$ cat src/rtl/baro_pressure_temp_compensation_assert.svh
// Assertion macros shared by the compensation block.
`ifndef BARO_PRESSURE_TEMP_COMPENSATION_ASSERT_SVH
`define BARO_PRESSURE_TEMP_COMPENSATION_ASSERT_SVH

// Implication checked at every clock edge outside reset.
`define BPTC_ASSERT_IMPL(label, clk, rst_n, ante, cons, msg) \
  label: assert property (@(posedge clk) disable iff (!rst_n) (ante) |-> (cons)) \
    else $error(msg);

// Invariant checked at every clock edge outside reset.
`define BPTC_ASSERT_ALWAYS(label, clk, rst_n, cond, msg) \
  label: assert property (@(posedge clk) disable iff (!rst_n) (cond)) \
    else $error(msg);

`endif

$ cat src/rtl/bptc_pkg.sv
package bptc_pkg;

  localparam int unsigned CFG_ADDR_W = 3;
  localparam int unsigned CFG_DATA_W = 16;

  localparam logic [CFG_ADDR_W-1:0] REG_SENS        = 3'd0;
  localparam logic [CFG_ADDR_W-1:0] REG_OFFSET      = 3'd1;
  localparam logic [CFG_ADDR_W-1:0] REG_SENS_TEMP   = 3'd2;
  localparam logic [CFG_ADDR_W-1:0] REG_OFFSET_TEMP = 3'd3;
  localparam logic [CFG_ADDR_W-1:0] REG_REF_TEMP    = 3'd4;
  localparam logic [CFG_ADDR_W-1:0] REG_TEMP_SENS   = 3'd5;

  localparam logic signed [18:0] TEMP_BASE    = 19'sd2000;
  // Deviation from 20.00 C below which the extra cold term applies (-15.00 C).
  localparam logic signed [18:0] COLD_DEV     = 19'sd3500;
  localparam logic signed [18:0] TEMP_MIN     = -19'sd4000;
  localparam logic signed [18:0] TEMP_MAX     = 19'sd8500;
  localparam logic signed [26:0] PRESS_MIN    = 27'sd1000;
  localparam logic signed [26:0] PRESS_MAX    = 27'sd120000;

  typedef struct packed {
    logic [15:0] sens_coeff;
    logic [15:0] offset_coeff;
    logic [15:0] sens_temp_coeff;
    logic [15:0] offset_temp_coeff;
    logic [15:0] reference_temp;
    logic [15:0] temp_sens_coeff;
  } coef_t;

  // First-order terms. temp_dev is TEMP - 2000; t2 is already zero when warm.
  typedef struct packed {
    logic [23:0]        raw_press;
    logic signed [17:0] temp_dev;
    logic [16:0]        t2;
    logic signed [34:0] off1;
    logic signed [33:0] sens1;
  } first_t;

  typedef struct packed {
    logic [23:0]        raw_press;
    logic signed [14:0] temp_centi;
    logic signed [38:0] off;
    logic signed [37:0] sens;
  } second_t;

endpackage

$ cat src/rtl/bptc_press_calc.sv
module bptc_press_calc (
  input  logic               clk_i,
  input  logic               rst_ni,
  input  logic               in_valid_i,
  output logic               in_ready_o,
  input  bptc_pkg::second_t  in_data_i,
  output logic               out_valid_o,
  input  logic               out_ready_i,
  output logic signed [14:0] temp_centi_o,
  output logic [16:0]        press_centi_o
);

  logic [2:0] v_q;
  logic [2:0] adv;

  logic signed [18:0] sens_hi;
  logic [18:0]        sens_lo;
  logic [42:0]        pl_d, pl_q;
  logic signed [43:0] ph_d, ph_q;
  logic signed [61:0] prod;
  logic signed [40:0] q_d, q_q;
  logic signed [38:0] off_a_q, off_b_q;
  logic signed [14:0] temp_a_q, temp_b_q, temp_q;
  logic signed [41:0] r;
  logic signed [26:0] p;
  logic [16:0]        press_d, press_q;

  assign adv[2] = !v_q[2] || out_ready_i;
  assign adv[1] = !v_q[1] || adv[2];
  assign adv[0] = !v_q[0] || adv[1];
  assign in_ready_o    = adv[0];
  assign out_valid_o   = v_q[2];
  assign temp_centi_o  = temp_q;
  assign press_centi_o = press_q;

  always_ff @(posedge clk_i or negedge rst_ni) begin
    if (!rst_ni) begin
      v_q <= '0;
    end else begin
      if (adv[0]) begin
        v_q[0] <= in_valid_i;
      end
      if (adv[1]) begin
        v_q[1] <= v_q[0];
      end
      if (adv[2]) begin
        v_q[2] <= v_q[1];
      end
    end
  end

  // The raw pressure times sensitivity product is split into two partial
  // products on the sensitivity's low and high halves.
  always_comb begin
    sens_lo = in_data_i.sens[18:0];
    sens_hi = in_data_i.sens[37:19];
    pl_d    = 43'(in_data_i.raw_press * sens_lo);
    ph_d    = 44'(sens_hi * $signed({1'b0, in_data_i.raw_press}));
  end

  always_comb begin
    prod = ($signed(62'(ph_q)) <<< 19) + $signed({19'b0, pl_q});
    q_d  = 41'(prod >>> 21);
  end

  always_comb begin
    r = 42'(q_q) - 42'(off_b_q);
    p = 27'(r >>> 15);
    if (p < bptc_pkg::PRESS_MIN) begin
      press_d = 17'(bptc_pkg::PRESS_MIN);
    end else if (p > bptc_pkg::PRESS_MAX) begin
      press_d = 17'(bptc_pkg::PRESS_MAX);
    end else begin
      press_d = 17'(p);
    end
  end

  always_ff @(posedge clk_i) begin
    if (adv[0]) begin
      pl_q     <= pl_d;
      ph_q     <= ph_d;
      off_a_q  <= in_data_i.off;
      temp_a_q <= in_data_i.temp_centi;
    end
    if (adv[1]) begin
      q_q      <= q_d;
      off_b_q  <= off_a_q;
      temp_b_q <= temp_a_q;
    end
    if (adv[2]) begin
      press_q <= press_d;
      temp_q  <= temp_b_q;
    end
  end

endmodule

$ cat config.mk
export PLATFORM = sky130hd
export DESIGN_NAME = bptc_press_calc
export DESIGN_NICKNAME = d
export VERILOG_FILES = /design/src/rtl/baro_pressure_temp_compensation_assert.svh /design/src/rtl/bptc_pkg.sv /design/src/rtl/bptc_press_calc.sv
export SDC_FILE = /design/constraint.sdc
export NUM_CORES = 2
export LEC_CHECK = 0
export ABC_AREA = 1
export BUFFER_PORTS_ARGS = -buffer_cell sky130_fd_sc_hd__buf_2
export CAP_MARGIN = 20
export CORE_ASPECT_RATIO = 0.5
export CORE_MARGIN = 8
export CORE_UTILIZATION = 62
export CTS_CLUSTER_SIZE = 25
export DETAILED_ROUTE_END_ITERATION = 12
export PLACE_DENSITY = 0.85
export REMOVE_ABC_BUFFERS = 1
export SYNTH_ARGS = -nofsm -noshare
export SYNTH_HDL_FRONTEND = slang
export SYNTH_SLANG_ARGS = --single-unit
$ cat constraint.sdc
create_clock -name clk_i -period 10.35 [get_ports clk_i]
set_clock_uncertainty 0.05 [all_clocks]
set_input_delay 2.07 -clock clk_i [delete_from_list [all_inputs] [get_ports clk_i]]
set_output_delay 2.07 -clock clk_i [all_outputs]
set_load 0.05 [all_outputs]
==> metrics <==
status=complete, no violations; compound-gate portion of the synthesized area=under 10%; Yosys reg bits=251; portion of netlist area occupied by mux cells=0%; Bufs and invs on worst path=8; I/O pin count=154; EDFF count, synth=248; Post-Route WL=108600 um; ANT nets after route=0; layout cells sized above 1=between 5 and 6%; fin area=45550 um^2; Syn Area/Cell=about 8.2 um^2; initial antenna violation count=9; Die W=389.5 um; setup bufs post-CTS=0; Tmin final=8.400 ns; clk_lat worst skew=0.56 ns; Slew @ Worst Pin=1.034 ns; max-cap viol count=0; largest cells by area after synthesis=fa_1 (34%), edfxtp_1 (17%), inv_1 (13%), nand2_1 (13%), ha_1 (10%); fraction of synthesized cell area in xor and xnor cells=around 2.2%; CP top delay family=adder cells; Area growth, synth to finish=5.354%; Fillers=5460; Rel. slew slack=31.04%; Worst Path Required=10.60 ns; Post-CTS Hold Buffers=0; hold_sp=temp_b_q[12]; vias in the first global route=36425; register area share after synthesis=17.40%; Hold WC Path Type=flop to flop; largest net degree at the start of global routing=between 80 and 90; Root Driver=clkbuf_16; Primary FF master, synth=edfxtp_1; CORE AREA=between 60000 and 70000 um^2; average routed wire per standard cell=17.26 um; most frequent cells in the layout=inv_1 (1518), nand2_1 (1454), fa_1 (745), ha_1 (353), edfxtp_1 (248); CP max stage delay=around 0.58 ns; final setup violation count=0; final net count=roughly 6500; # resized after CTS=0; DR vias=about 34000; WS Path Type=primary input to flop; Hold Path End=temp_centi_o[12]; CP arrival=just under 9 ns; GRT Util Overall=27.76%; Mapped Cells=approximately 5300; CP startpoint=in_data_i[96]; fin crit share=81.16%; global-route wire length before repair=approximately 180000 um; DP Area=44680 um^2; DR iter-0 viols=2768; WP depth=27; Port Buffer Count=around 150; CP endpoint kind=flop; RR Endpoint=q_q[39]; Post-Syn Area=roughly 43000 um^2; commonest non-fill, non-tap cell in the layout=inv_1; Slew Limit Fails=0; CTS clock-pin slew for the worst setup and hold paths=0.06 ns; CTS tree=built; startpoint types=primary input; Crit-path slowest cell=fa_1; Warnings, synthesis=0; Die Area=a little under 80000 um^2; first drt pass iteration count=6; total gr overflow=0; H-Tree Depth=1; R2R Path Start=ph_q[1]; largest family of logic cells by synthesized area=adder cells; Die Span Y=202.7 um; drt drc=0; Starting Density=62.66%; num rows=68; Vias/cell=between 5 and 6; total negative slack=0 ns; Detail Placement HPWL=between 80000 and 90000 um; Synth top area share=34.50%; CTS sink count=roughly 250; GPL Wtd Cong=0.9667; Hold Crit Depth=0; most used cell, CP=inv_1; Post-Synth Adder-Cell Area=44.71%; Min Hold Slack=0.3668 ns; clock buffer depth=3; TritonCTS buffer count=26; R2R depth=14; simple-gate share of the synthesized area=16.98%; setup slack, reg-to-reg=7.17 ns; Fmax=0.1191 GHz; Synth area leader=fa_1; Final Hold Viols=0; post-synthesis cell type count=50; share of flip-flops with an asynchronous set or reset=around 1.2%; RSZ-0062 raised after global routing=false; Critical Path Fanout Max=20
-- how the worst max path moves through the flow --
stage | end | slack [ns]
floorplan | in_ready_o | 2.35
global placement | ph_q[36] | 1.44
detailed placement | ph_q[36] | 1.46
CTS | ph_q[36] | 2.05
global route | ph_q[36] | 1.64
finish | ph_q[27] | 1.95
-- stage by stage --
| step | cells | utilization [%] | setup slack (ns) |
|---|---|---|---|
| 2_1_floorplan | 5123 | - | 2.354 |
| 3_3_place_gp | 6241 | 64.75 | 1.443 |
| 4_1_cts | 6288 | 66.01 | 2.046 |
| 5_1_grt | 6288 | 66.01 | 1.641 |
| 3_5_place_dp | 6241 | 64.75 | 1.456 |
| 6_report | 6290 | 66.01 | 1.950 |
-- area by class of cell --
cell class | count | area (um^2) | share of cell area, %
antenna | 2 | 5.005 | 0.01099
clock buffer | 29 | 661.9 | 1.453
clock inverter | 18 | 205.2 | 0.4505
inverter | 1521 | 5712 | 12.54
multi-input combinational | 3351 | 29350 | 64.43
sequential | 251 | 7522 | 16.51
tap | 945 | 1182 | 2.596
timing repair buffer | 173 | 915.9 | 2.011
-- per-layer routing --
layer	wire, um	global-route usage, %	up-vias
li1	-	-	15467
met1	40100	33.28	16156
met2	52000	48.33	1703
met3	12290	7.486	369
met4	4124	9.860	12
met5	70	0	-
-- logic make-up (layout without fill, tap and decap cells) --
group                    Yosys count  count (layout)
buffers and inverters           1696            1741
AO/OA/AOI/OAI                    298             298
other                              0               2
AND/OR/NAND/NOR                 1846            1846
adder cells (fa/ha/maj)         1098            1098
XOR/XNOR                         109             109
flip-flops                       251             251
-- worst register-to-register path, stage by stage (launching register included) --
cell and delay, ns:
edfxtp_1 0.50, ha_1 0.32, nand3_1 0.07, nand2_1 0.24, a21o_1 0.22, a21o_1 0.18, nand2_1 0.10, nand3_1 0.14
nand2_1 0.10, o211ai_2 0.12, nand2_1 0.18, nor2_2 0.26, nand2_1 0.13, nor2_1 0.17, xor2_1 0.23
-- synth_stat cells, drive strengths merged, types with 2 or more instances --
cell,instances
and3,2
nand2,1474
o211ai,4
dfrtp,3
a21boi,5
buf,43
a31oi,25
nand3,85
nor3,19
nand4,22
o21a,8
a21oi,154
nand3b,6
nor4,8
edfxtp,248
inv,1520
o21bai,12
clkbuf,132
nor2,219
xor2,72
xnor2,37
a211oi,2
o21ai,62
ha,353
fa,745
o31ai,4
or2,10
a21o,15
a221oi,4
-- flip-flops by register name (all words and copies together), names as in the netlist --
signal and cells:
off_a_q 39, temp_b_q 15, temp_centi_o 15, temp_a_q 15, pl_q 24, q_q 41, ph_q 43, v_q 3
off_b_q 39, press_centi_o 17
Power is not shown: default switching activity piles up to over one toggle a cycle in this logic, so the estimate is an artifact.
