[src/rtl/baro_pressure_temp_compensation_assert.svh]
// Assertion macros shared by the compensation block.
`ifndef BARO_PRESSURE_TEMP_COMPENSATION_ASSERT_SVH
`define BARO_PRESSURE_TEMP_COMPENSATION_ASSERT_SVH

// Implication checked at every clock edge outside reset.
`define BPTC_ASSERT_IMPL(label, clk, rst_n, ante, cons, msg) \
  label: assert property (@(posedge clk) disable iff (!rst_n) (ante) |-> (cons)) \
    else $error(msg);

// Invariant checked at every clock edge outside reset.
`define BPTC_ASSERT_ALWAYS(label, clk, rst_n, cond, msg) \
  label: assert property (@(posedge clk) disable iff (!rst_n) (cond)) \
    else $error(msg);

`endif

[src/rtl/bptc_pkg.sv]
package bptc_pkg;

  localparam int unsigned CFG_ADDR_W = 3;
  localparam int unsigned CFG_DATA_W = 16;

  localparam logic [CFG_ADDR_W-1:0] REG_SENS        = 3'd0;
  localparam logic [CFG_ADDR_W-1:0] REG_OFFSET      = 3'd1;
  localparam logic [CFG_ADDR_W-1:0] REG_SENS_TEMP   = 3'd2;
  localparam logic [CFG_ADDR_W-1:0] REG_OFFSET_TEMP = 3'd3;
  localparam logic [CFG_ADDR_W-1:0] REG_REF_TEMP    = 3'd4;
  localparam logic [CFG_ADDR_W-1:0] REG_TEMP_SENS   = 3'd5;

  localparam logic signed [18:0] TEMP_BASE    = 19'sd2000;
  // Deviation from 20.00 C below which the extra cold term applies (-15.00 C).
  localparam logic signed [18:0] COLD_DEV     = 19'sd3500;
  localparam logic signed [18:0] TEMP_MIN     = -19'sd4000;
  localparam logic signed [18:0] TEMP_MAX     = 19'sd8500;
  localparam logic signed [26:0] PRESS_MIN    = 27'sd1000;
  localparam logic signed [26:0] PRESS_MAX    = 27'sd120000;

  typedef struct packed {
    logic [15:0] sens_coeff;
    logic [15:0] offset_coeff;
    logic [15:0] sens_temp_coeff;
    logic [15:0] offset_temp_coeff;
    logic [15:0] reference_temp;
    logic [15:0] temp_sens_coeff;
  } coef_t;

  // First-order terms. temp_dev is TEMP - 2000; t2 is already zero when warm.
  typedef struct packed {
    logic [23:0]        raw_press;
    logic signed [17:0] temp_dev;
    logic [16:0]        t2;
    logic signed [34:0] off1;
    logic signed [33:0] sens1;
  } first_t;

  typedef struct packed {
    logic [23:0]        raw_press;
    logic signed [14:0] temp_centi;
    logic signed [38:0] off;
    logic signed [37:0] sens;
  } second_t;

endpackage

[src/rtl/bptc_second_order.sv]
module bptc_second_order (
  input  logic              clk_i,
  input  logic              rst_ni,
  input  logic              in_valid_i,
  output logic              in_ready_o,
  input  bptc_pkg::first_t  in_data_i,
  output logic              out_valid_o,
  input  logic              out_ready_i,
  output bptc_pkg::second_t out_data_o
);

  logic [2:0] v_q;
  logic [2:0] adv;

  logic signed [18:0] cold_dev;
  logic signed [17:0] x_sel, b_sel;
  logic [33:0]        sq_d, sq_q, sq2_d, sq2_q;
  logic signed [18:0] temp1_d, temp1_q;
  logic [23:0]        d1_a_q, d1_b_q;
  logic signed [34:0] off1_a_q, off1_b_q;
  logic signed [33:0] sens1_a_q, sens1_b_q;
  logic [36:0]        sq5;
  logic [37:0]        sq2_7, sq2_11;
  logic [37:0]        off2_d, off2_q;
  logic [36:0]        sens2_d, sens2_q;
  logic signed [14:0] temp_d, temp_q;
  bptc_pkg::second_t  res_d, res_q;

  assign adv[2] = !v_q[2] || out_ready_i;
  assign adv[1] = !v_q[1] || adv[2];
  assign adv[0] = !v_q[0] || adv[1];
  assign in_ready_o  = adv[0];
  assign out_valid_o = v_q[2];
  assign out_data_o  = res_q;

  always_ff @(posedge clk_i or negedge rst_ni) begin
    if (!rst_ni) begin
      v_q <= '0;
    end else begin
      if (adv[0]) begin
        v_q[0] <= in_valid_i;
      end
      if (adv[1]) begin
        v_q[1] <= v_q[0];
      end
      if (adv[2]) begin
        v_q[2] <= v_q[1];
      end
    end
  end

  // Zeroing the square operands when warm makes both corrections vanish.
  always_comb begin
    cold_dev = 19'(in_data_i.temp_dev) + bptc_pkg::COLD_DEV;
    x_sel    = in_data_i.temp_dev[17] ? in_data_i.temp_dev : '0;
    b_sel    = cold_dev[18] ? 18'(cold_dev) : '0;
    sq_d     = 34'(x_sel * x_sel);
    sq2_d    = 34'(b_sel * b_sel);
    temp1_d  = bptc_pkg::TEMP_BASE + 19'(in_data_i.temp_dev)
               - $signed({2'b0, in_data_i.t2});
  end

  always_comb begin
    sq5     = {1'b0, sq_q, 2'b0} + {3'b0, sq_q};
    sq2_7   = {1'b0, sq2_q, 3'b0} - {4'b0, sq2_q};
    sq2_11  = {1'b0, sq2_q, 3'b0} + {3'b0, sq2_q, 1'b0} + {4'b0, sq2_q};
    off2_d  = {2'b0, sq5[36:1]} + sq2_7;
    sens2_d = {2'b0, sq5[36:2]} + sq2_11[37:1];
    if (temp1_q < bptc_pkg::TEMP_MIN) begin
      temp_d = 15'(bptc_pkg::TEMP_MIN);
    end else if (temp1_q > bptc_pkg::TEMP_MAX) begin
      temp_d = 15'(bptc_pkg::TEMP_MAX);
    end else begin
      temp_d = 15'(temp1_q);
    end
  end

  always_comb begin
    res_d.raw_press  = d1_b_q;
    res_d.temp_centi = temp_q;
    res_d.off        = 39'(off1_b_q) - $signed({1'b0, off2_q});
    res_d.sens       = 38'(sens1_b_q) - $signed({1'b0, sens2_q});
  end

  always_ff @(posedge clk_i) begin
    if (adv[0]) begin
      sq_q      <= sq_d;
      sq2_q     <= sq2_d;
      temp1_q   <= temp1_d;
      d1_a_q    <= in_data_i.raw_press;
      off1_a_q  <= in_data_i.off1;
      sens1_a_q <= in_data_i.sens1;
    end
    if (adv[1]) begin
      off2_q    <= off2_d;
      sens2_q   <= sens2_d;
      temp_q    <= temp_d;
      d1_b_q    <= d1_a_q;
      off1_b_q  <= off1_a_q;
      sens1_b_q <= sens1_a_q;
    end
    if (adv[2]) begin
      res_q <= res_d;
    end
  end

endmodule

[config.mk]
export PLATFORM = sky130hd
export DESIGN_NAME = bptc_second_order
export DESIGN_NICKNAME = d
export VERILOG_FILES = /design/src/rtl/baro_pressure_temp_compensation_assert.svh /design/src/rtl/bptc_pkg.sv /design/src/rtl/bptc_second_order.sv
export SDC_FILE = /design/constraint.sdc
export NUM_CORES = 2
export LEC_CHECK = 0
export BUFFER_PORTS_ARGS = -buffer_cell sky130_fd_sc_hd__buf_2
export CAP_MARGIN = 15
export CORE_ASPECT_RATIO = 0.5
export CORE_MARGIN = 10
export CORE_UTILIZATION = 29
export DETAILED_ROUTE_END_ITERATION = 10
export HOLD_SLACK_MARGIN = 0.1
export PLACE_DENSITY = 0.54
export SLEW_MARGIN = 0
export SYNTH_ARGS = -nofsm -noshare
export SYNTH_HDL_FRONTEND = slang
export SYNTH_SLANG_ARGS = --single-unit
[constraint.sdc]
create_clock -name clk_i -period 6.77 [get_ports clk_i]
set_input_delay 0.677 -clock clk_i [delete_from_list [all_inputs] [get_ports clk_i]]
set_output_delay 0.677 -clock clk_i [all_outputs]
set_load 0.02 [all_outputs]
==> results.cfg <==
[run_status]
outcome = finished, violations left
violated_checks = setup timing

[drt]
drt_wl_total_um = 127300
post-route-drc-count = 0
vias = 33764
avgRoutedWirePerCell_um = 16.82
drtAntennaViolNets = 0
drtIter0Drc = 1714
routed_via_density = 4.463
firstDrtPassIters = 7

[clock_tree]
clock_tree.root_cell = clkbuf_16
cts-buffers-inserted = 53
cts_tree = done
cts_buffer_depth = 3
htree_levels = 2
cts_sinks = 480
worst_skew_pair.late_latency_ps = 620
clkSlewWorstSetupHoldPaths_ps = 60

[layout]
layout-area-overhead-vs-synth_pct = 21.82
layout-drive-gt1-share = 0.1989
num-nets-final = 6533
final_util = 0.3565

[worst_setup_path]
crit_required_ps = 7100
worstPathArrival_ps = 7990
startpoint_type = primary input
critical_path.max_fanout = 4
timing.critical_path.slowest_stage_cell = fa_1
endpoint_kind = flip-flop
crit_top_cell = fa_1
critPathKind = primary input to flip-flop
worst_path_largest_cell_delay_ps = 530
setup.reg_to_reg.worst_slack_ps = 630

[global_routing]
grt_start_max_net_pins = 137
antenna_violations_before_repair = 15
globalRouteMet1Util = 0.1874
globalRouteTotalUtil = 0.1381
wire_length_of_the_first_global_routing_pass_um = 201600
met3_usage = 0.01578
first_global_vias = 35449
busiest_layer = met2
met2_usage = 0.2381
global_route.overflow_total = 0

[timing]
timing_worst_slew_pin_value_ps = 951.7
slew_headroom = 0.3636
layout_min_cycle_time_ps = 7657
fmax_mhz = 130.6
worst_slack_ps = -886.7
fin_hold_viols = 0
worst_hold_slack_ps = 230.3
fin_setup_tns_ps = -7161
fin_worst_skew_ps = 51.44
rsz0062_at_grt = yes
final.period_utilization = 1.131
final-max-slew-violation-count = 0
finalSetupViolations = 17

[yosys]
yosysWarningCount = 0
yosys-top-cells-area = edfxtp_1 30%, fa_1 26%, ha_1 12%, inv_1 7.6%, xnor2_1 4.2%
postSynth.topFlopCell = edfxtp_1
yosysMostFrequentCell = inv_1
synth-seq-area-share = 0.2991
yosys.area.top_type = edfxtp_1
syn_area_sq_um = 48140
syn_inst = 4518
synth-async-reset-ratio = 0.006250
synthTopCellsByCount = 980 x inv_1, 631 x fa_1, 477 x edfxtp_1
yosysTopAreaCellShare = 0.2975
synth_net_count = 5725
synth_enable_flop_cells = 477
syn_avg_cell_area_sq_um = 10.66
yosys_register_bits = 480
number_of_distinct_library_cells_after_synthesis = 88

[hold_path]
min-delay-path-class = primary input to flip-flop

[die]
fp-row-count = 105
die_h_um = 308.1
die_width_um = 596.2
num_io_pins = 250
fp.coreArea_sq_um = 164500
initial_utilization = 0.2927
design.die.area_sq_um = 183700

[flow_run]
cap_violations = 0

[placed_design]
post-dp-hpwl_um = 109000
port-buffer-count = 249
place_congestion = 0.9048
## worst paths after layout
check	depth (start not counted)	startpoint	end
min in group asynchronous	2	rst_ni	v_q[2]
max in group asynchronous	2	rst_ni	v_q[1]
setup / recovery	35	in_data_i[89]	sq2_q[33]
setup reg to reg	22	sq_q[3]	off2_q[37]
hold reg to reg	0	sens1_a_q[32]	sens1_b_q[32]
hold / removal	1	in_data_i[31]	sens1_a_q[31]
## registers in the layout, summed over array words and instances, names as in the netlist
name,cells
off1_b_q,35
off2_q,38
d1_a_q,24
temp_q,15
v_q,3
off1_a_q,35
sq_q,33
sens1_a_q,34
sens2_q,37
temp1_q,19
out_data_o,116
sq2_q,33
d1_b_q,24
sens1_b_q,34
## cell type report
| class | count | area (sq um) |
|---|---|---|
| diodes | 3 | 7.507 |
| clock buffers | 62 | 1360 |
| clock inverters | 36 | 360.3 |
| fillers | 16595 | 105800 |
| inverters | 990 | 3755 |
| multi-input cells | 2998 | 30410 |
| flip-flops and latches | 480 | 14400 |
| well taps | 2193 | 2744 |
| repair buffers | 803 | 5609 |
## metal layers
layer | wire length (um) | part of all wire
met1 | 58610 | 0.46
met2 | 60550 | 0.48
met3 | 5343 | 0.042
met4 | 2693 | 0.021
met5 | 46 | 0.00036
## kinds of logic after synthesis
| logic type | Yosys count | synth area share |
|---|---|---|
| buffers and inverters | 1040 | 0.08122 |
| and+or+nand+nor | 934 | 0.08936 |
| xor gates and xnor gates | 302 | 0.05494 |
| other | 1 | 0.00007790 |
| DFF | 480 | 0.2991 |
| adders and majority gates | 1075 | 0.3778 |
| AOI/OAI and AO/OA | 681 | 0.09643 |
| muxes | 5 | 0.001066 |
## worst max-delay path, delay by kind of cell
family	cells	cell delay, ps
adders and majority gates	8	3300
xor gates and xnor gates	1	90
AOI/OAI and AO/OA	10	1960
and+or+nand+nor	8	1400
buffers and inverters	8	560
## stage by stage
stage	setup WS (ps)	instances	area, sq um
floorplan	-1349	4518	48490
global placement	-1582	7435	56280
detailed placement	-1647	7435	56280
CTS	-859.6	7548	58300
global route	-1219	7563	58640
finish	-886.7	7565	58650
## cells in the final DEF (no fill, tap or decap), drive strengths merged, types with 20 or more instances in the layout
master  netlist  routed
nand3        42      42
a21o        110     110
a21oi       204     204
edfxtp      477     477
o21ai       107     107
nand4        20      20
clkbuf       44      62
nor2        277     277
xnor2       233     233
fa          631     631
nand2       315     315
ha          444     444
nor3         57      57
o21bai       35      35
nor2b        36      36
clkinv        9      29
o21a         47      47
and2         28      28
and3         49      49
a211oi       24      24
nand2b       50      50
xor2         69      69
buf           6     802
inv         981     988
a31oi        23      23
## what timing repair did
action / CTS / global route
setup endpoints to repair: 23 / 32
pin swaps: 16 / 24
gates resized for setup: 53 / 63
hold endpoints to repair: 3 / 0
gates cloned: 0 / 0
setup buffers: 15 / 15
hold buffers: 1 / 0
Power is not shown: default switching activity piles up to over one toggle a cycle in this logic, so the estimate is an artifact.
