==> src/rtl/baro_pressure_temp_compensation_assert.svh <==
// Assertion macros shared by the compensation block.
`ifndef BARO_PRESSURE_TEMP_COMPENSATION_ASSERT_SVH
`define BARO_PRESSURE_TEMP_COMPENSATION_ASSERT_SVH

// Implication checked at every clock edge outside reset.
`define BPTC_ASSERT_IMPL(label, clk, rst_n, ante, cons, msg) \
  label: assert property (@(posedge clk) disable iff (!rst_n) (ante) |-> (cons)) \
    else $error(msg);

// Invariant checked at every clock edge outside reset.
`define BPTC_ASSERT_ALWAYS(label, clk, rst_n, cond, msg) \
  label: assert property (@(posedge clk) disable iff (!rst_n) (cond)) \
    else $error(msg);

`endif

==> src/rtl/bptc_pkg.sv <==
package bptc_pkg;

  localparam int unsigned CFG_ADDR_W = 3;
  localparam int unsigned CFG_DATA_W = 16;

  localparam logic [CFG_ADDR_W-1:0] REG_SENS        = 3'd0;
  localparam logic [CFG_ADDR_W-1:0] REG_OFFSET      = 3'd1;
  localparam logic [CFG_ADDR_W-1:0] REG_SENS_TEMP   = 3'd2;
  localparam logic [CFG_ADDR_W-1:0] REG_OFFSET_TEMP = 3'd3;
  localparam logic [CFG_ADDR_W-1:0] REG_REF_TEMP    = 3'd4;
  localparam logic [CFG_ADDR_W-1:0] REG_TEMP_SENS   = 3'd5;

  localparam logic signed [18:0] TEMP_BASE    = 19'sd2000;
  // Deviation from 20.00 C below which the extra cold term applies (-15.00 C).
  localparam logic signed [18:0] COLD_DEV     = 19'sd3500;
  localparam logic signed [18:0] TEMP_MIN     = -19'sd4000;
  localparam logic signed [18:0] TEMP_MAX     = 19'sd8500;
  localparam logic signed [26:0] PRESS_MIN    = 27'sd1000;
  localparam logic signed [26:0] PRESS_MAX    = 27'sd120000;

  typedef struct packed {
    logic [15:0] sens_coeff;
    logic [15:0] offset_coeff;
    logic [15:0] sens_temp_coeff;
    logic [15:0] offset_temp_coeff;
    logic [15:0] reference_temp;
    logic [15:0] temp_sens_coeff;
  } coef_t;

  // First-order terms. temp_dev is TEMP - 2000; t2 is already zero when warm.
  typedef struct packed {
    logic [23:0]        raw_press;
    logic signed [17:0] temp_dev;
    logic [16:0]        t2;
    logic signed [34:0] off1;
    logic signed [33:0] sens1;
  } first_t;

  typedef struct packed {
    logic [23:0]        raw_press;
    logic signed [14:0] temp_centi;
    logic signed [38:0] off;
    logic signed [37:0] sens;
  } second_t;

endpackage

==> src/rtl/bptc_first_order.sv <==
module bptc_first_order (
  input  logic             clk_i,
  input  logic             rst_ni,
  input  bptc_pkg::coef_t  coef_i,
  input  logic             in_valid_i,
  output logic             in_ready_o,
  input  logic [23:0]      raw_press_i,
  input  logic [23:0]      raw_temp_i,
  output logic             out_valid_o,
  input  logic             out_ready_i,
  output bptc_pkg::first_t out_data_o
);

  logic [2:0] v_q;
  logic [2:0] adv;

  logic signed [24:0] dt_d, dt_q;
  logic [23:0]        d1_s1_q, d1_s2_q;
  logic signed [40:0] m_t_d, m_t_q;
  logic signed [40:0] m_o_d, m_o_q;
  logic signed [40:0] m_s_d, m_s_q;
  logic [47:0]        m_d_d, m_d_q;
  logic signed [17:0] dev;
  bptc_pkg::first_t   res_d, res_q;

  assign adv[2] = !v_q[2] || out_ready_i;
  assign adv[1] = !v_q[1] || adv[2];
  assign adv[0] = !v_q[0] || adv[1];
  assign in_ready_o  = adv[0];
  assign out_valid_o = v_q[2];
  assign out_data_o  = res_q;

  always_ff @(posedge clk_i or negedge rst_ni) begin
    if (!rst_ni) begin
      v_q <= '0;
    end else begin
      if (adv[0]) begin
        v_q[0] <= in_valid_i;
      end
      if (adv[1]) begin
        v_q[1] <= v_q[0];
      end
      if (adv[2]) begin
        v_q[2] <= v_q[1];
      end
    end
  end

  assign dt_d = $signed({1'b0, raw_temp_i}) - $signed({1'b0, coef_i.reference_temp, 8'b0});

  assign m_t_d = 41'(dt_q * $signed({1'b0, coef_i.temp_sens_coeff}));
  assign m_o_d = 41'(dt_q * $signed({1'b0, coef_i.offset_temp_coeff}));
  assign m_s_d = 41'(dt_q * $signed({1'b0, coef_i.sens_temp_coeff}));
  assign m_d_d = 48'(dt_q * dt_q);

  always_comb begin
    dev               = 18'(m_t_q >>> 23);
    res_d.raw_press   = d1_s2_q;
    res_d.temp_dev    = dev;
    // The squared-difference correction only applies below 20.00 C.
    res_d.t2          = dev[17] ? m_d_q[47:31] : '0;
    res_d.off1        = 35'($signed({1'b0, coef_i.offset_coeff, 16'b0}))
                        + 35'(m_o_q >>> 7);
    res_d.sens1       = 34'($signed({1'b0, coef_i.sens_coeff, 15'b0}))
                        + 34'(m_s_q >>> 8);
  end

  always_ff @(posedge clk_i) begin
    if (adv[0]) begin
      dt_q    <= dt_d;
      d1_s1_q <= raw_press_i;
    end
    if (adv[1]) begin
      m_t_q   <= m_t_d;
      m_o_q   <= m_o_d;
      m_s_q   <= m_s_d;
      m_d_q   <= m_d_d;
      d1_s2_q <= d1_s1_q;
    end
    if (adv[2]) begin
      res_q <= res_d;
    end
  end

endmodule

==> config.mk <==
export PLATFORM = sky130hd
export DESIGN_NAME = bptc_first_order
export DESIGN_NICKNAME = d
export VERILOG_FILES = /design/src/rtl/baro_pressure_temp_compensation_assert.svh /design/src/rtl/bptc_pkg.sv /design/src/rtl/bptc_first_order.sv
export SDC_FILE = /design/constraint.sdc
export NUM_CORES = 2
export LEC_CHECK = 0
export BUFFER_PORTS_ARGS = -buffer_cell sky130_fd_sc_hd__buf_4
export CAP_MARGIN = 20
export CORE_ASPECT_RATIO = 0.75
export CORE_MARGIN = 2
export CORE_UTILIZATION = 40
export CTS_BUF_LIST = sky130_fd_sc_hd__clkbuf_4
export DETAILED_ROUTE_END_ITERATION = 6
export GPL_ROUTABILITY_DRIVEN = 0
export GPL_TIMING_DRIVEN = 0
export PLACE_DENSITY_LB_ADDON = 0.25
export SYNTH_ARGS = -nofsm -noshare
export SYNTH_HDL_FRONTEND = slang
export SYNTH_SLANG_ARGS = --single-unit
==> constraint.sdc <==
create_clock -name clk_i -period 6.98 [get_ports clk_i]
set_clock_uncertainty 0.2 [all_clocks]
set_input_delay 0.349 -clock clk_i [delete_from_list [all_inputs] [get_ports clk_i]]
set_output_delay 0.349 -clock clk_i [all_outputs]
set_load 0.02 [all_outputs]
==> summary.md <==
The final instance count without filler cells is 10379, and the register bit count reported by yosys is 306. Among all flip-flop cells after synthesis, the most frequent one is edfxtp_1. Summed over its instances, the top area cell type makes up 49.0% of the synthesized netlist area. The number of placed instances, taps included, is 9810. The final max-slew violation count is 0, and the remaining global-route overflow is 0.

When the netlist entered floorplanning its net count stood at 9512. By count the netlist is led by inv_1, fa_1, nand2_1, and2_1, ha_1. For the global-route wire length before repair, the log shows 345000 um. The maximum net fanout on the critical path is 5, and the maximum number of pins on one net before global-route repair is 59.

After synthesis, the mean cell area works out to 10.0 um^2. The largest total area in the synthesized netlist belongs to fa_1. The largest buffer count on any clock path is 3, and the number of warnings printed during yosys synthesis is 0. The worst setup path is of the reg2reg kind.

Die span in x: 491 um. Sorting the synthesized cells by area gives the leading types as fa_1, edfxtp_1, inv_1, ha_1, and2_1. Remaining antenna violation count: 0.

inv_1 is the most common cell in the netlist. The detailed router finished its first iteration with 4332 violations. In this run the vertical extent of the chip is 370 um.

For the number of buffers created by CTS, the log shows 89. The slowest stage of the critical path is the fa_1 cell. The number of sinks handled by clock tree synthesis is 306, and the total count of hold-check failures in the final report is 0.

The ratio of cells with drive above 1 in the final layout came out at 13.5%. STA classifies the critical path startpoint as a flop. Across the run, the number of max-cap violations was 0. For the number of placed I/O pins, the log shows 278. The final reports fail on setup timing. The root cell of the clock tree was clkbuf_4.

TritonCTS built the clock tree. Setup violations remaining at the end of the flow were counted as 49. The final layout contains 10287 nets. The number of global-route vias before repair was 55383; the area overhead of the layout relative to synthesis was 19.0%. Port buffering added 271 buffers. Number of different library cells in the post-synthesis netlist: 66.

Synthesis produced 7130 cells. Setup repair after global routing could not meet its margin everywhere. CTS built an H-tree with a depth of 3. For the worst-skew pair, the clock arrives at the later sink with an insertion delay of 1170 ps. The number of enable-type register cells in the synthesized netlist was 303; the number of fill cells was 16462. For this run, the detailed router's first-pass iteration total came to 6. The cell class contributing the biggest share of worst-path delay is adder cells. Hold is met by 105 ps. After synthesis the cells add up to 71300 um^2.

For this run, asynchronously set or reset flops after synthesis account for 0.980%. Dividing the detail-routed wire length by the instance count gives 21.9 um. The logs give 178000 um^2 for the core outline area and 8540 ps for the critical path arrival. Kind of end point of the critical path: a flop.

The total wirelength of the detailed-routed design is 227000 um. The clock slew seen by the registers of the worst setup and hold paths was 60 ps. The logs give 134 for the count of standard-cell rows and 0 for the number of DRC violations after detailed routing. The routed via count divided by cell count is 4.99, and the sequential-to-total area share from yosys stat is 12.9%.

The worst hold path belongs to the class in2reg. At the worst endpoint, the required time is 7640 ps. The maximum frequency from static timing analysis was 0.127 GHz; the final critical-path setup slack was -905 ps. At the end of the flow the core is filled with cells to 47.8%. Summed over all nets, the half-perimeter wirelength after detailed placement is 187000 um.

The floorplan step defined a die boundary enclosing 182000 um^2. The slew at the pin closest to its max-slew limit is 1290 ps, and the total vias in the final route is 51791. Of the available clock period, the critical path in the final layout requires 113%. Critical path's most frequent cell: fa_1.

For this run, the total global-route usage over all layers was measured as 25.8%. The number of buffers and inverters on the critical path is 8. The flow ran to the end, but the final reports show violations. The initial utilization of the core area, before any placement, comes to 40.2%. Summed over all failing endpoints, the final setup total negative slack is -17550 ps. The number of antenna violations at the first check in global routing was 26. The delay of the slowest critical-path stage was 590 ps. Worst slew slack as a fraction of its limit: 13.8%. The post-layout minimum cycle time is 7880 ps.
==> what timing repair did <==
action	in CTS	in global routing
endpoints found under the setup margin	93	77
endpoints found under the hold margin	161	0
buffers inserted	137	56
hold buffers	200	0
pin swaps	117	124
gates resized for setup	605	240
gates cloned	3	0
==> placed cells by master (no fill, tap or decap), drive strengths merged, types with 30 or more instances in the layout <==
| cell | n |
|---|---|
| a21oi | 92 |
| edfxtp | 303 |
| nor2 | 113 |
| xnor2 | 131 |
| o21ai | 54 |
| buf | 545 |
| nor2b | 38 |
| a21o | 45 |
| and2 | 650 |
| diode | 30 |
| dlygate4sd3 | 200 |
| inv | 1953 |
| nand2 | 896 |
| fa | 1745 |
| xor2 | 48 |
| ha | 489 |
| clkbuf | 368 |
==> layer usage <==
| layer | track usage (%) | up-vias | wire (um) |
|---|---|---|---|
| met5 | 0.767 | - | 458 |
| met2 | 37.2 | 2517 | 95000 |
| met4 | 8.82 | 22 | 9560 |
| met1 | 34.5 | 26478 | 92000 |
| met3 | 10.9 | 497 | 30400 |
| li1 | - | 22277 | - |
==> final timing paths <==
path / from / to / slack, ps / depth (start not counted)
worst max-delay path: dt_q[12]$_DFFE_PP_ / m_d_q[47]$_DFFE_PP_ / -900 / 27
worst min-delay path: coef_i[84] / out_data_o[19]$_DFFE_PP_ / 100 / 5
worst max register to register: dt_q[12]$_DFFE_PP_ / m_d_q[47]$_DFFE_PP_ / -900 / 27
worst min register to register: m_t_q[33]$_DFFE_PP_ / out_data_o[96]$_DFFE_PP_ / 160 / 0
max in group asynchronous: rst_ni / v_q[0]$_DFFE_PN0P_ / 5950 / 4
min in group asynchronous: rst_ni / v_q[1]$_DFFE_PN0P_ / 480 / 4
==> worst min-delay path, stage by stage <==
cell and delay, ps:
dlygate4sd3_1 530, buf_4 100, ha_1 150, nor2_1 50
nor2_1 80
==> cell families after synthesis <==
| group | Yosys count | synth area share (%) |
|---|---|---|
| flops | 306 | 12.9 |
| compound gates | 324 | 3.02 |
| simple gates | 1824 | 12.4 |
| buf+inv | 2262 | 11.9 |
| fa+ha+maj | 2234 | 57.6 |
| xor+xnor | 179 | 2.20 |
| mux | 1 | 0.0140 |
==> registers in the layout (all words and copies together), names as in the netlist <==
register and cells:
d1_s2_q 24, d1_s1_q 24, m_d_q 17, m_o_q 34, m_t_q 18, out_data_o 128
m_s_q 33, v_q 3, dt_q 25
==> per-stage QoR <==
| step | setup slack (ps) | area (um^2) |
|---|---|---|
| final | -905 | 84800 |
| after global routing | -1010 | 84800 |
| after CTS | -932 | 83700 |
| after detailed placement | -2640 | 77000 |
| after global placement | -3300 | 76500 |
| after floorplan | -47.1 | 71500 |
==> layout make-up <==
class	count	area (um^2)	area share, %
diodes	30	75.1	0.0885
clock buffers	127	953	1.12
inverters	1959	7380	8.70
multi-input cells	4562	55000	64.8
flip-flops and latches	306	9170	10.8
repair buffers	693	6350	7.49
clock inverters	28	168	0.198
well taps	2380	2980	3.51
plain buffers	294	2780	3.28
Power is not shown: default switching activity piles up to over one toggle a cycle in this logic, so the estimate is an artifact.
